--- src/sv/vna_pkg.sv ---
// Shared types and constants for the vertex normal accumulator.
// Used by the controller, the datapath and the top level.
package vna_pkg;

   localparam int SUM_BITS   = 51;
   localparam int CNT_BITS   = 16;
   localparam int NORM_BITS  = 36;
   localparam int INDEX_BITS = 10;
   localparam int DIV_BITS   = 6;
   localparam logic [CNT_BITS-1:0] COUNT_MAX = 16'hFFFF;

   localparam logic [1:0] OP_WRITE = 2'd0;
   localparam logic [1:0] OP_FACE  = 2'd1;
   localparam logic [1:0] OP_READ  = 2'd2;
   localparam logic [1:0] OP_CLEAR = 2'd3;

   localparam logic [1:0] SEL_A = 2'd0;
   localparam logic [1:0] SEL_B = 2'd1;
   localparam logic [1:0] SEL_C = 2'd2;
   localparam logic [1:0] SEL_V = 2'd3;

   localparam logic [1:0] RK_ZERO   = 2'd0;
   localparam logic [1:0] RK_NOFACE = 2'd1;
   localparam logic [1:0] RK_NORMAL = 2'd2;

   typedef struct packed {
      logic [SUM_BITS-1:0] sum_x;
      logic [SUM_BITS-1:0] sum_y;
      logic [SUM_BITS-1:0] sum_z;
      logic [CNT_BITS-1:0] count;
   } acc_type;

   typedef struct packed {
      logic       capture;
      logic       pos_wr;
      logic       pos_rd;
      logic [1:0] rd_sel;
      logic       pos_ld;
      logic [1:0] ld_sel;
      logic       diff_ld;
      logic       mul_en;
      logic [2:0] mul_sel;
      logic       n_ld;
      logic [2:0] n_sel;
      logic       acc_rd;
      logic       acc_wr;
      logic [1:0] acc_sel;
      logic       acc_zero;
      logic       sweep_clr;
      logic       sweep_inc;
      logic       div_init;
      logic       div_step;
      logic       rsp_load;
      logic [1:0] rsp_kind;
   } cmd_type;

   typedef struct packed {
      logic [1:0] op;
      logic       idx_ok;
      logic       face_ok;
      logic       b_dup;
      logic       c_dup;
      logic       cnt_sat;
      logic       cnt_zero;
      logic       sweep_last;
      logic       div_last;
   } status_type;

endpackage

--- src/sv/vna_ctrl.sv ---
// Sequencing state machine for the vertex normal accumulator.
// Depends on vna_pkg; drives vna_datapath through cmd_type.
module vna_ctrl
   import vna_pkg::*;
(
   input  logic       clock,
   input  logic       reset,
   input  logic       req_valid,
   output logic       req_ready,
   output logic       rsp_valid,
   input  logic       rsp_ready,
   input  status_type status,
   output cmd_type    cmd
);

   localparam logic [3:0] S_SWEEP  = 4'd0;
   localparam logic [3:0] S_IDLE   = 4'd1;
   localparam logic [3:0] S_DECODE = 4'd2;
   localparam logic [3:0] S_PRD    = 4'd3;
   localparam logic [3:0] S_MUL    = 4'd4;
   localparam logic [3:0] S_ACCRD  = 4'd5;
   localparam logic [3:0] S_ACCWR  = 4'd6;
   localparam logic [3:0] S_QRD    = 4'd7;
   localparam logic [3:0] S_QWAIT  = 4'd8;
   localparam logic [3:0] S_DIV    = 4'd9;
   localparam logic [3:0] S_FINISH = 4'd10;

   logic [3:0] state_ff, state_in;
   logic [2:0] step_ff, step_in;
   logic [1:0] kind_ff, kind_in;
   logic       clr_ff, clr_in;
   logic       rsp_valid_ff, rsp_valid_in;
   logic       skip;

   always_ff @(posedge clock) begin
      if (reset) begin
         state_ff     <= S_SWEEP;
         step_ff      <= '0;
         kind_ff      <= RK_ZERO;
         clr_ff       <= 1'b0;
         rsp_valid_ff <= 1'b0;
      end else begin
         state_ff     <= state_in;
         step_ff      <= step_in;
         kind_ff      <= kind_in;
         clr_ff       <= clr_in;
         rsp_valid_ff <= rsp_valid_in;
      end
   end

   assign skip = (step_ff[1:0] == SEL_B && status.b_dup) ||
                 (step_ff[1:0] == SEL_C && status.c_dup);

   always_comb begin
      state_in     = state_ff;
      step_in      = step_ff;
      kind_in      = kind_ff;
      clr_in       = clr_ff;
      rsp_valid_in = rsp_valid_ff && !rsp_ready;
      cmd          = '0;
      req_ready    = 1'b0;
      case (state_ff)
         S_SWEEP: begin
            cmd.acc_wr    = 1'b1;
            cmd.acc_zero  = 1'b1;
            cmd.sweep_inc = 1'b1;
            if (status.sweep_last) begin
               cmd.sweep_clr = 1'b1;
               clr_in        = 1'b0;
               state_in      = clr_ff ? S_FINISH : S_IDLE;
            end
         end
         S_IDLE: begin
            req_ready = 1'b1;
            if (req_valid) begin
               cmd.capture = 1'b1;
               state_in    = S_DECODE;
            end
         end
         S_DECODE: begin
            kind_in = RK_ZERO;
            step_in = '0;
            case (status.op)
               OP_WRITE: begin
                  cmd.pos_wr = status.idx_ok;
                  state_in   = S_FINISH;
               end
               OP_FACE: begin
                  state_in = status.face_ok ? S_PRD : S_FINISH;
               end
               OP_READ: begin
                  if (status.idx_ok) begin
                     state_in = S_QRD;
                  end else begin
                     kind_in  = RK_NOFACE;
                     state_in = S_FINISH;
                  end
               end
               default: begin
                  clr_in   = 1'b1;
                  state_in = S_SWEEP;
               end
            endcase
         end
         S_PRD: begin
            cmd.pos_rd = (step_ff != 3'd3);
            cmd.rd_sel = step_ff[1:0];
            cmd.pos_ld = (step_ff != 3'd0);
            cmd.ld_sel = 2'(step_ff - 3'd1);
            step_in    = step_ff + 3'd1;
            if (step_ff == 3'd3) begin
               step_in  = '0;
               state_in = S_MUL;
            end
         end
         S_MUL: begin
            cmd.diff_ld = (step_ff == 3'd0);
            cmd.mul_en  = (step_ff != 3'd0) && (step_ff != 3'd7);
            cmd.mul_sel = step_ff - 3'd1;
            cmd.n_ld    = (step_ff >= 3'd2);
            cmd.n_sel   = step_ff - 3'd2;
            step_in     = step_ff + 3'd1;
            if (step_ff == 3'd7) begin
               step_in  = '0;
               state_in = S_ACCRD;
            end
         end
         S_ACCRD: begin
            cmd.acc_sel = step_ff[1:0];
            if (skip) begin
               step_in = step_ff + 3'd1;
               if (step_ff[1:0] == SEL_C) begin
                  state_in = S_FINISH;
               end
            end else begin
               cmd.acc_rd = 1'b1;
               state_in   = S_ACCWR;
            end
         end
         S_ACCWR: begin
            cmd.acc_sel = step_ff[1:0];
            cmd.acc_wr  = !status.cnt_sat;
            step_in     = step_ff + 3'd1;
            state_in    = (step_ff[1:0] == SEL_C) ? S_FINISH : S_ACCRD;
         end
         S_QRD: begin
            cmd.acc_rd  = 1'b1;
            cmd.acc_sel = SEL_V;
            state_in    = S_QWAIT;
         end
         S_QWAIT: begin
            cmd.div_init = 1'b1;
            if (status.cnt_zero) begin
               kind_in  = RK_NOFACE;
               state_in = S_FINISH;
            end else begin
               kind_in  = RK_NORMAL;
               state_in = S_DIV;
            end
         end
         S_DIV: begin
            cmd.div_step = 1'b1;
            if (status.div_last) begin
               state_in = S_FINISH;
            end
         end
         S_FINISH: begin
            if (!rsp_valid_ff || rsp_ready) begin
               cmd.rsp_load = 1'b1;
               cmd.rsp_kind = kind_ff;
               rsp_valid_in = 1'b1;
               state_in     = S_IDLE;
            end
         end
         default: begin
            state_in = S_IDLE;
         end
      endcase
   end

   assign rsp_valid = rsp_valid_ff;

endmodule

--- config.mk ---
export PLATFORM = sky130hd
export DESIGN_NAME = vna_ctrl
export DESIGN_NICKNAME = d
export VERILOG_FILES = /design/src/sv/vna_pkg.sv /design/src/sv/vna_ctrl.sv
export SDC_FILE = /design/constraint.sdc
export NUM_CORES = 1
export LEC_CHECK = 0
export BUFFER_PORTS_ARGS = -buffer_cell sky130_fd_sc_hd__buf_4
export CAP_MARGIN = 20
export CORE_ASPECT_RATIO = 1.4
export CORE_MARGIN = 5
export CORE_UTILIZATION = 50
export DETAILED_ROUTE_END_ITERATION = 8
export PLACE_DENSITY = 0.91
export SETUP_SLACK_MARGIN = 0.15
export SLEW_MARGIN = 20
export SYNTH_ARGS = -nofsm -noshare
export SYNTH_HDL_FRONTEND = slang
export SYNTH_SLANG_ARGS = --single-unit
--- constraint.sdc ---
create_clock -name clock -period 2 [get_ports clock]
set_input_delay 0.1 -clock clock [delete_from_list [all_inputs] [get_ports clock]]
set_output_delay 0.1 -clock clock [all_outputs]
set_load 0.01 [all_outputs]
==> flow_metrics.py, run 1 <==
metrics = {
    "timing": {
        "finalSetupViolations": 0,
        "finClkSkew_ps": 13.9,
        "final_max_slew_viol_count": 0,
        "rsz0062_at_grt": "true",
        "period_minus_slack_ps": 1780,
        "tns_ps": 0,
        "whs_ps": 65.3,
        "hold_violations": 0,
        "slew_headroom_pct": 72.4,
        "tightestPinTransition_ps": 413,
        "min_period_over_period_pct": 88.9,
        "max_clock_freq_mhz": 562,
    },
    "routing": {
        "ant_nets": 0,
        "drt_pass1_iterations": 4,
        "drt_wl_total_um": 3970,
        "drtIter0Drc": 35,
        "wire_per_inst_um": 15.7,
        "drc": 0,
        "viasPerCell": 5.94,
        "vias": 1503,
    },
    "logic_synthesis": {
        "synth_top_family_by_area": "simple AND/OR/NAND/NOR gates",
        "synthTopCellsByArea": "dfxtp_1, ha_1, nor2_1, a21oi_1, nand2b_1",
        "yosys.area.top_type": "dfxtp_1",
        "synth-xor-area-share_pct": 0,
        "syn_nets": 196,
        "synth_top_area_share_pct": 17.6,
        "ys_seq_area_share_pct": 17.6,
        "synthTopCellsByCount": "nor2_1, a21oi_1, dfxtp_1, ha_1, nand2_1",
        "async_reset_ff_share_pct": 0,
        "ys.flop_type": "dfxtp_1",
        "ys_warn_count": 0,
        "synth-edff-count": 0,
        "synth.distinct_cells": 53,
        "yosysMostFrequentCell": "nor2_1",
        "muxShareOfSynthArea_pct": 1.70,
        "syn_area_um2": 1250,
        "synth_compound_area_share_pct": 29.3,
        "syn_inst": 173,
        "synth_fa_ha_area_share_pct": 9.01,
        "synth-simple-area-share_pct": 33.4,
        "synth-seq-cells": 11,
        "syn_avg_cell_area_um2": 7.23,
    },
    "finish": {
        "drive_above_1_share_pct": 38.4,
        "syn_to_final_growth_pct": 38.4,
        "n_antenna_cell": 0,
        "nets": 243,
        "final_util_pct": 72.4,
        "fillers": 192,
    },
    "outcome": {
        "outcome": "finished clean",
    },
    "floorplan": {
        "die_h_um": 69.2,
        "dieWidth_um": 52.3,
        "core_um2": 2390,
        "rows": 21,
        "io_pins": 45,
        "die-area_um2": 3610,
        "start_util_pct": 52.3,
    },
    "grt": {
        "antenna_found_initial": 0,
        "grt_usage_pct": 22.4,
        "grt_pass1_wl_um": 6330,
        "grt_max_degree": 19,
        "grt_overflow": 0,
        "grt_pass1_vias": 1381,
    },
    "power_and_ir_drop": {
        "p_seq_share_pct": 20.0,
        "internal_power_mw": 0.998,
        "switching_share_pct": 48.4,
        "p_switching_mw": 0.934,
        "pwr_density_cell_nw_per_um2": 1120,
        "peakVddDrop_mv": 0.651,
        "finalPower_mw": 1.93,
        "pwr-share-clk_pct": 9.0,
        "power_leakage_nw": 0.753,
        "combPwrFrac_pct": 71.0,
    },
    "clock_network": {
        "cts_buffer_depth": 2,
        "numCtsBuffers": 3,
        "htreeDepth": 1,
        "clock-sinks": 11,
        "cts_root_buf": "clkbuf_4",
        "insertion_delay_ps": 300,
        "cts_tree": "yes",
        "clk_pin_slew_worst_paths_ps": 90,
        "hold_buffers": 0,
    },
    "worst_setup_path": {
        "worstPathRequired_ps": 1900,
        "worstPathArrival_ps": 1680,
        "critPathKind": "flop to primary output",
        "cp-start-kind": "flop",
        "end_kind": "primary output",
        "crit_fanout": 7,
    },
    "flow_run": {
        "drv_cap": 0,
    },
    "placement": {
        "dp.final_hpwl_um": 3030,
        "gp_congestion": 0.916,
        "io_buffers": 44,
    },
    "min_path": {
        "min_path_type": "input port to flop",
    },
}
-- worst max-delay path: stages, from the launching register on --
cell and delay [ps]:
dfxtp_2 390, inv_1 110, ha_1 240, a22o_4 250
a211oi_2 230, buf_4 150
-- cell families (layout without fill, tap and decap cells) --
logic type,after synthesis,in the layout
simple gates,76,76
compound gates,52,52
buf+inv,23,69
flops,11,11
fa+ha+maj,9,9
mux,2,2
-- cell type report --
class	count	area, µm²	area share (%)
Clock buffer	4	26.3	1.52
Inverter	9	37.5	2.17
Multi-Input combinational cell	139	976	56.4
Sequential cell	11	228	13.2
Tap cell	34	42.5	2.46
Timing Repair Buffer	56	420	24.3
-- metrics by stage --
stage	cell area (µm²)	setup WS [ps]	std cells
CTS	1670	160	252
global route	1730	98.9	253
finish	1730	222	253
detailed placement	1630	148	248
global placement	1630	236	248
floorplan	1250	289	173
-- final timing paths --
| path | from | to | slack, ps | depth (start not counted) |
|---|---|---|---|---|
| worst min register to register | rsp_valid | rsp_valid | 520 | 2 |
| worst max-delay path | step_ff[1] | cmd[11] | 220 | 5 |
| worst max register to register | step_ff[0] | state_ff[0] | 260 | 6 |
| worst min-delay path | reset | step_ff[2] | 70 | 2 |
-- cell usage in the layout, fill, tap and decap left out, types with 2 or more instances in the layout --
master / instances
nand2b_1: 7
buf_4: 56
clkbuf_4: 3
ha_1: 7
inv_1: 8
o31ai_1: 2
a22oi_1: 3
and3_1: 5
a211oi_1: 2
dfxtp_2: 6
nor3_1: 2
ha_2: 2
a211oi_2: 4
o21ai_0: 7
nand2_1: 9
nor2b_1: 2
nand3b_1: 2
dfxtp_1: 5
a311oi_1: 2
and2_1: 5
o311ai_0: 3
nor4bb_1: 2
a21oi_1: 11
nor2_1: 24
a31oi_1: 3
or2_1: 2
nand3_1: 3
-- power groups by stage --
| stage | clock (mW) | combinational, mW | sequential, mW |
|---|---|---|---|
| after detailed placement | 0 | 1.29 | 0.368 |
| after CTS | 0.176 | 1.31 | 0.367 |
| after global placement | 0 | 1.28 | 0.363 |
| after floorplan | 0 | 0.924 | 0.297 |
| final | 0.175 | 1.37 | 0.386 |
| after global routing | 0.190 | 1.51 | 0.395 |
-- timing repair --
item | in CTS | in global routing
buffers inserted | 0 | 1
resized for setup | 5 | 14
setup endpoints to repair | 14 | 18
pin swaps | 0 | 1
-- per-layer routing --
metal	part of all wire [%]	GRT usage [%]	vias up	routed length (µm)
met5	0	0	-	0
met3	8.1	3.88	13	320
li1	-	-	728	-
met2	51	37.8	71	2030
met1	38	26.0	691	1520
met4	2.8	11.6	0	112
-- state kept, by name, summed over array words and instances, names as in the netlist --
register / count
kind_ff: 2
state_ff: 4
step_ff: 3
clr_ff: 1
rsp_valid: 1
Power figures use the tool's default switching activity.
==> run 2, diff against run 1 <==
RECOVER_POWER = 100   (was default)
==> flow_metrics.py, run 2 (same netlist as run 1, synthesis figures left out) <==
metrics = {
    "worst_setup_path": {
        "end_kind": "primary output",
        "critical_path.top_delay_family": "compound AO/OA/AOI/OAI gates",
        "crit_fanout": 7,
        "worstPathArrival_ps": 1760,
        "cp_cell_sequence": "inv_1 -> ha_1 -> a22o_4 -> a211oi_2 -> buf_4",
        "critPathBufInv": 2,
        "cp_slowest_cell": "dfxtp_1",
        "critPathKind": "flop to primary output",
        "critical_path.max_stage_delay_ps": 450,
        "cp-start-kind": "flop",
        "worstPathRequired_ps": 1900,
    },
    "clock_network": {
        "cts_tree": "yes",
        "hold_buffers": 0,
        "cts_buffer_depth": 2,
        "insertion_delay_ps": 300,
        "clock-sinks": 11,
        "clk_pin_slew_worst_paths_ps": 90,
        "htreeDepth": 1,
        "numCtsBuffers": 3,
        "cts_root_buf": "clkbuf_4",
    },
    "finish": {
        "layout_common_cells": "buf_4, nor2_1, clkbuf_1, a21oi_1",
        "nets": 243,
        "layout_commonest_cell": "buf_4",
        "stdcell_area_um2": 1650,
        "max_flop_register": "state_ff",
        "n_antenna_cell": 0,
        "fin_cells": 253,
        "largestRegisters": "state_ff x4, step_ff x3, kind_ff x2",
        "largest_reg_flops": 4,
        "drive_above_1_share_pct": 27.4,
        "syn_to_final_growth_pct": 31.9,
    },
    "grt": {
        "grt_max_degree": 19,
        "grt_pass1_wl_um": 6330,
        "grt_usage_pct": 22.4,
        "grt_pass1_vias": 1381,
        "grt_overflow": 0,
        "antenna_found_initial": 0,
    },
    "flow_run": {
        "drv_cap": 0,
    },
    "power_and_ir_drop": {
        "power_leakage_nw": 0.667,
        "finalPower_mw": 1.86,
        "peakVddDrop_mv": 0.639,
        "pwr_density_cell_nw_per_um2": 1130,
    },
    "routing": {
        "drc": 0,
        "drtIter0Drc": 48,
        "drt_pass1_iterations": 4,
        "viasPerCell": 5.90,
        "drt_wl_total_um": 4010,
        "vias": 1492,
        "ant_nets": 0,
        "wire_per_inst_um": 15.8,
    },
    "placement": {
        "dp.final_hpwl_um": 3030,
        "io_buffers": 44,
        "dp_slack_ps": 148,
        "placed_area_um2": 1630,
        "gp_congestion": 0.916,
        "place_inst": 248,
    },
    "timing": {
        "max_clock_freq_mhz": 537,
        "finalSetupViolations": 0,
        "tns_ps": 0,
        "slew_headroom_pct": 70.5,
        "worst_slack_ps": 139,
        "finClkSkew_ps": 10.5,
        "period_minus_slack_ps": 1860,
        "hold_violations": 0,
        "min_period_over_period_pct": 93.1,
        "rsz0062_at_grt": "true",
        "final_max_slew_viol_count": 0,
        "tightestPinTransition_ps": 441,
    },
    "floorplan": {
        "core_um2": 2390,
        "die_h_um": 69.2,
        "rows": 21,
        "die-area_um2": 3610,
        "start_util_pct": 52.3,
        "dieWidth_um": 52.3,
        "io_pins": 45,
    },
    "outcome": {
        "outcome": "finished clean",
    },
    "min_path": {
        "min_path_type": "input port to flop",
    },
}
-- run 2: cell types whose count changed in the layout (fill, tap and decap cells not counted) --
cell | previous run | this run
dfxtp_2 | 6 | 2
or2_1 | 2 | 0
buf_4 | 56 | 37
or2_0 | 0 | 2
a211oi_2 | 4 | 3
dfxtp_1 | 5 | 9
a211oi_1 | 2 | 3
clkbuf_1 | 1 | 20
and2_1 | 5 | 4
and2_0 | 0 | 1
-- run 2: layout make-up --
cell class	instances	area, µm²
sequential	11	223
tap	34	42.5
inverter	9	37.5
clock buffer	4	26.3
multi-input combinational	139	971
timing repair buffer	56	349
fill	212	742
-- run 2: routing by layer --
layer	part of all wire, %	up-vias	track usage [%]
met4	1.9	0	11.6
met3	8.5	7	3.88
li1	-	725	-
met1	39	682	26.0
met2	51	78	37.8
met5	0	-	0
-- run 2: report_power, final --
| part | total [mW] | switching, mW | internal (mW) |
|---|---|---|---|
| Clock | 0.173 | 0.0955 | 0.0779 |
| Combinational | 1.31 | 0.724 | 0.586 |
| Sequential | 0.381 | 0.112 | 0.270 |
-- run 2: path summary, 6_finish.rpt --
check                   start     endpoint  slack [ps]  cells past startpoint
setup / recovery   step_ff[1]      cmd[11]         140                      5
hold / removal          reset   step_ff[2]          70                      2
setup reg to reg  state_ff[2]  state_ff[2]         190                      4
hold reg to reg     rsp_valid    rsp_valid         520                      2
-- run 2: stage by stage --
stage                     util, %  hold WS [ps]
final                        69.0          65.4
after global routing         69.0          59.3
after CTS                    69.8          68.2
after floorplan                 -           251
after global placement       68.1           377
after detailed placement     68.1           385
-- run 2: repair_timing --
| item | in CTS | in global routing |
|---|---|---|
| gates resized for setup | 5 | 14 |
| cloned | 0 | 0 |
| hold endpoints to repair | 0 | 0 |
| pin swaps | 0 | 1 |
| buffers inserted | 0 | 1 |
| endpoints found under the setup margin | 14 | 18 |
==> run 3, diff against run 2 <==
CORE_UTILIZATION = 53   (was 50)
PLACE_DENSITY = 0.95   (was 0.91)
clock period = 2.2 ns   (was 2 ns; I/O delays follow)
==> flow_metrics.py, run 3 (same netlist as run 1, synthesis figures left out) <==
metrics = {
    "power_and_ir_drop": {
        "internal_power_mw": 0.733,
        "pwr_density_cell_nw_per_um2": 1020,
        "p_switching_mw": 0.813,
        "power_leakage_nw": 0.606,
        "combPwrFrac_pct": 66.3,
        "pwr-share-clk_pct": 10.7,
        "switching_share_pct": 52.6,
        "p_seq_share_pct": 23.1,
        "peakVddDrop_mv": 0.666,
    },
    "clock_network": {
        "hold_buffers": 0,
        "cts_tree": "yes",
        "cts_setup_buffers": 0,
        "cts_root_buf": "clkbuf_4",
        "htreeDepth": 1,
        "clock-sinks": 11,
        "insertion_delay_ps": 310,
        "clk_pin_slew_worst_paths_ps": 100,
        "cts_buffer_depth": 2,
        "numCtsBuffers": 3,
    },
    "finish": {
        "layout_common_cells": "clkbuf_1, buf_4, nor2_1, a21oi_1",
        "drive_above_1_share_pct": 17.5,
        "syn_to_final_growth_pct": 21.0,
        "max_flop_register": "state_ff",
        "largestRegisters": "state_ff x4, step_ff x3, kind_ff x2",
        "fin_cells": 234,
        "nets": 236,
        "largest_reg_flops": 4,
        "stdcell_area_um2": 1510,
        "n_antenna_cell": 0,
        "fillers": 200,
    },
    "timing": {
        "finClkSkew_ps": 24.5,
        "period_minus_slack_ps": 2030,
        "tns_ps": 0,
        "slew_headroom_pct": 64.1,
        "max_clock_freq_mhz": 493,
        "hold_violations": 0,
        "min_period_over_period_pct": 92.3,
        "finalSetupViolations": 0,
        "rsz0062_at_grt": "false",
        "tightestPinTransition_ps": 537,
        "final_max_slew_viol_count": 0,
    },
    "floorplan": {
        "start_util_pct": 56.1,
        "rows": 20,
        "io_pins": 45,
        "die-area_um2": 3440,
        "die_h_um": 67.5,
        "dieWidth_um": 51.0,
        "core_um2": 2230,
    },
    "worst_setup_path": {
        "path_common_cell": "buf_4",
        "r2r-start": "state_ff[0]",
        "reg2reg_setup_slack_ps": 220,
        "crit_end": "cmd[0]",
        "worstPathArrival_ps": 1920,
        "critPathKind": "flop to primary output",
        "end_kind": "primary output",
        "r2r-end": "state_ff[2]",
        "critical_path.max_stage_delay_ps": 500,
        "reg2regPathDepth": 5,
        "cp-start-kind": "flop",
        "worstPathRequired_ps": 2090,
        "critPathLaunch": "state_ff[1]",
        "cp_cell_sequence": "buf_4 -> nor3b_1 -> and3_1 -> and2_1 -> buf_4",
        "cp_slowest_cell": "dfxtp_2",
        "crit_fanout": 17,
    },
    "placement": {
        "io_buffers": 44,
        "dp.final_hpwl_um": 3020,
        "gp_congestion": 0.976,
        "place_inst": 230,
        "placed_area_um2": 1570,
    },
    "grt": {
        "grt_overflow": 0,
        "use_met1_pct": 22.7,
        "antenna_found_initial": 0,
        "met3_usage_pct": 5.30,
        "grt.busiest_layer": "met2",
        "grt_usage_pct": 23.9,
        "met2_usage_pct": 44.4,
        "grt_pass1_vias": 1438,
        "grt_pass1_wl_um": 6240,
        "grt_max_degree": 21,
    },
    "min_path": {
        "min_path_type": "input port to flop",
    },
    "routing": {
        "vias": 1486,
        "ant_nets": 0,
        "drc": 0,
        "drt_pass1_iterations": 4,
        "viasPerCell": 6.35,
        "wire_per_inst_um": 17.0,
        "drtIter0Drc": 60,
        "drt_wl_total_um": 3970,
    },
    "flow_run": {
        "drv_cap": 0,
    },
    "outcome": {
        "outcome": "finished clean",
    },
}
-- run 3: stage by stage --
stage | power [mW] | hold slack [ps] | util, % | worst slack (ps)
floorplan | 1.11 | 271 | - | 489
global placement | 1.41 | 386 | 70.4 | 307
detailed placement | 1.45 | 394 | 70.4 | 160
CTS | 1.62 | 62.4 | 71.9 | 215
global route | 1.67 | 64.1 | 67.9 | 83.3
finish | 1.55 | 65.5 | 67.9 | 170
-- run 3: what timing repair did --
item                                    in CTS  in global routing
endpoints found under the setup margin       4                  6
resized for setup                            2                  5
gates cloned                                 0                  0
-- run 3: final cells by class --
type / instances / area (µm²) / share of cell area (%)
multi-input combinational: 139 / 925 / 61.1
timing repair buffer: 49 / 278 / 18.4
sequential: 11 / 223 / 14.7
inverter: 9 / 33.8 / 2.23
tap: 22 / 27.5 / 1.82
clock buffer: 4 / 26.3 / 1.74
-- run 3: worst max-delay path: cells and delay by family, from the launching register on --
kind | cells | cell delay (ps)
flops | 1 | 500
buf+inv | 2 | 340
simple gates | 3 | 780
-- run 3: routing by layer --
layer  routed length, µm  vias up
li1                    -      711
met1                1470      674
met2                1990       83
met3                 352       18
met4                 166        0
met5                   0        -
-- run 3: power groups by stage --
stage               combinational, mW  clock, mW  sequential (mW)
global placement                 1.06          0            0.345
finish                           1.02      0.165            0.357
CTS                              1.10      0.165            0.347
global route                     1.13      0.181            0.365
floorplan                       0.840          0            0.270
detailed placement               1.10          0            0.351
-- run 3: worst min-delay path by stage --
| stage | startpoint | to | slack [ps] | cells past startpoint |
|---|---|---|---|---|
| floorplan | status[8] | cmd[27] | 270 | 1 |
| global route | reset | step_ff[2] | 60 | 2 |
| CTS | reset | kind_ff[0] | 60 | 2 |
| global placement | reset | state_ff[2] | 390 | 2 |
| detailed placement | reset | kind_ff[0] | 390 | 2 |
| finish | reset | kind_ff[0] | 70 | 2 |
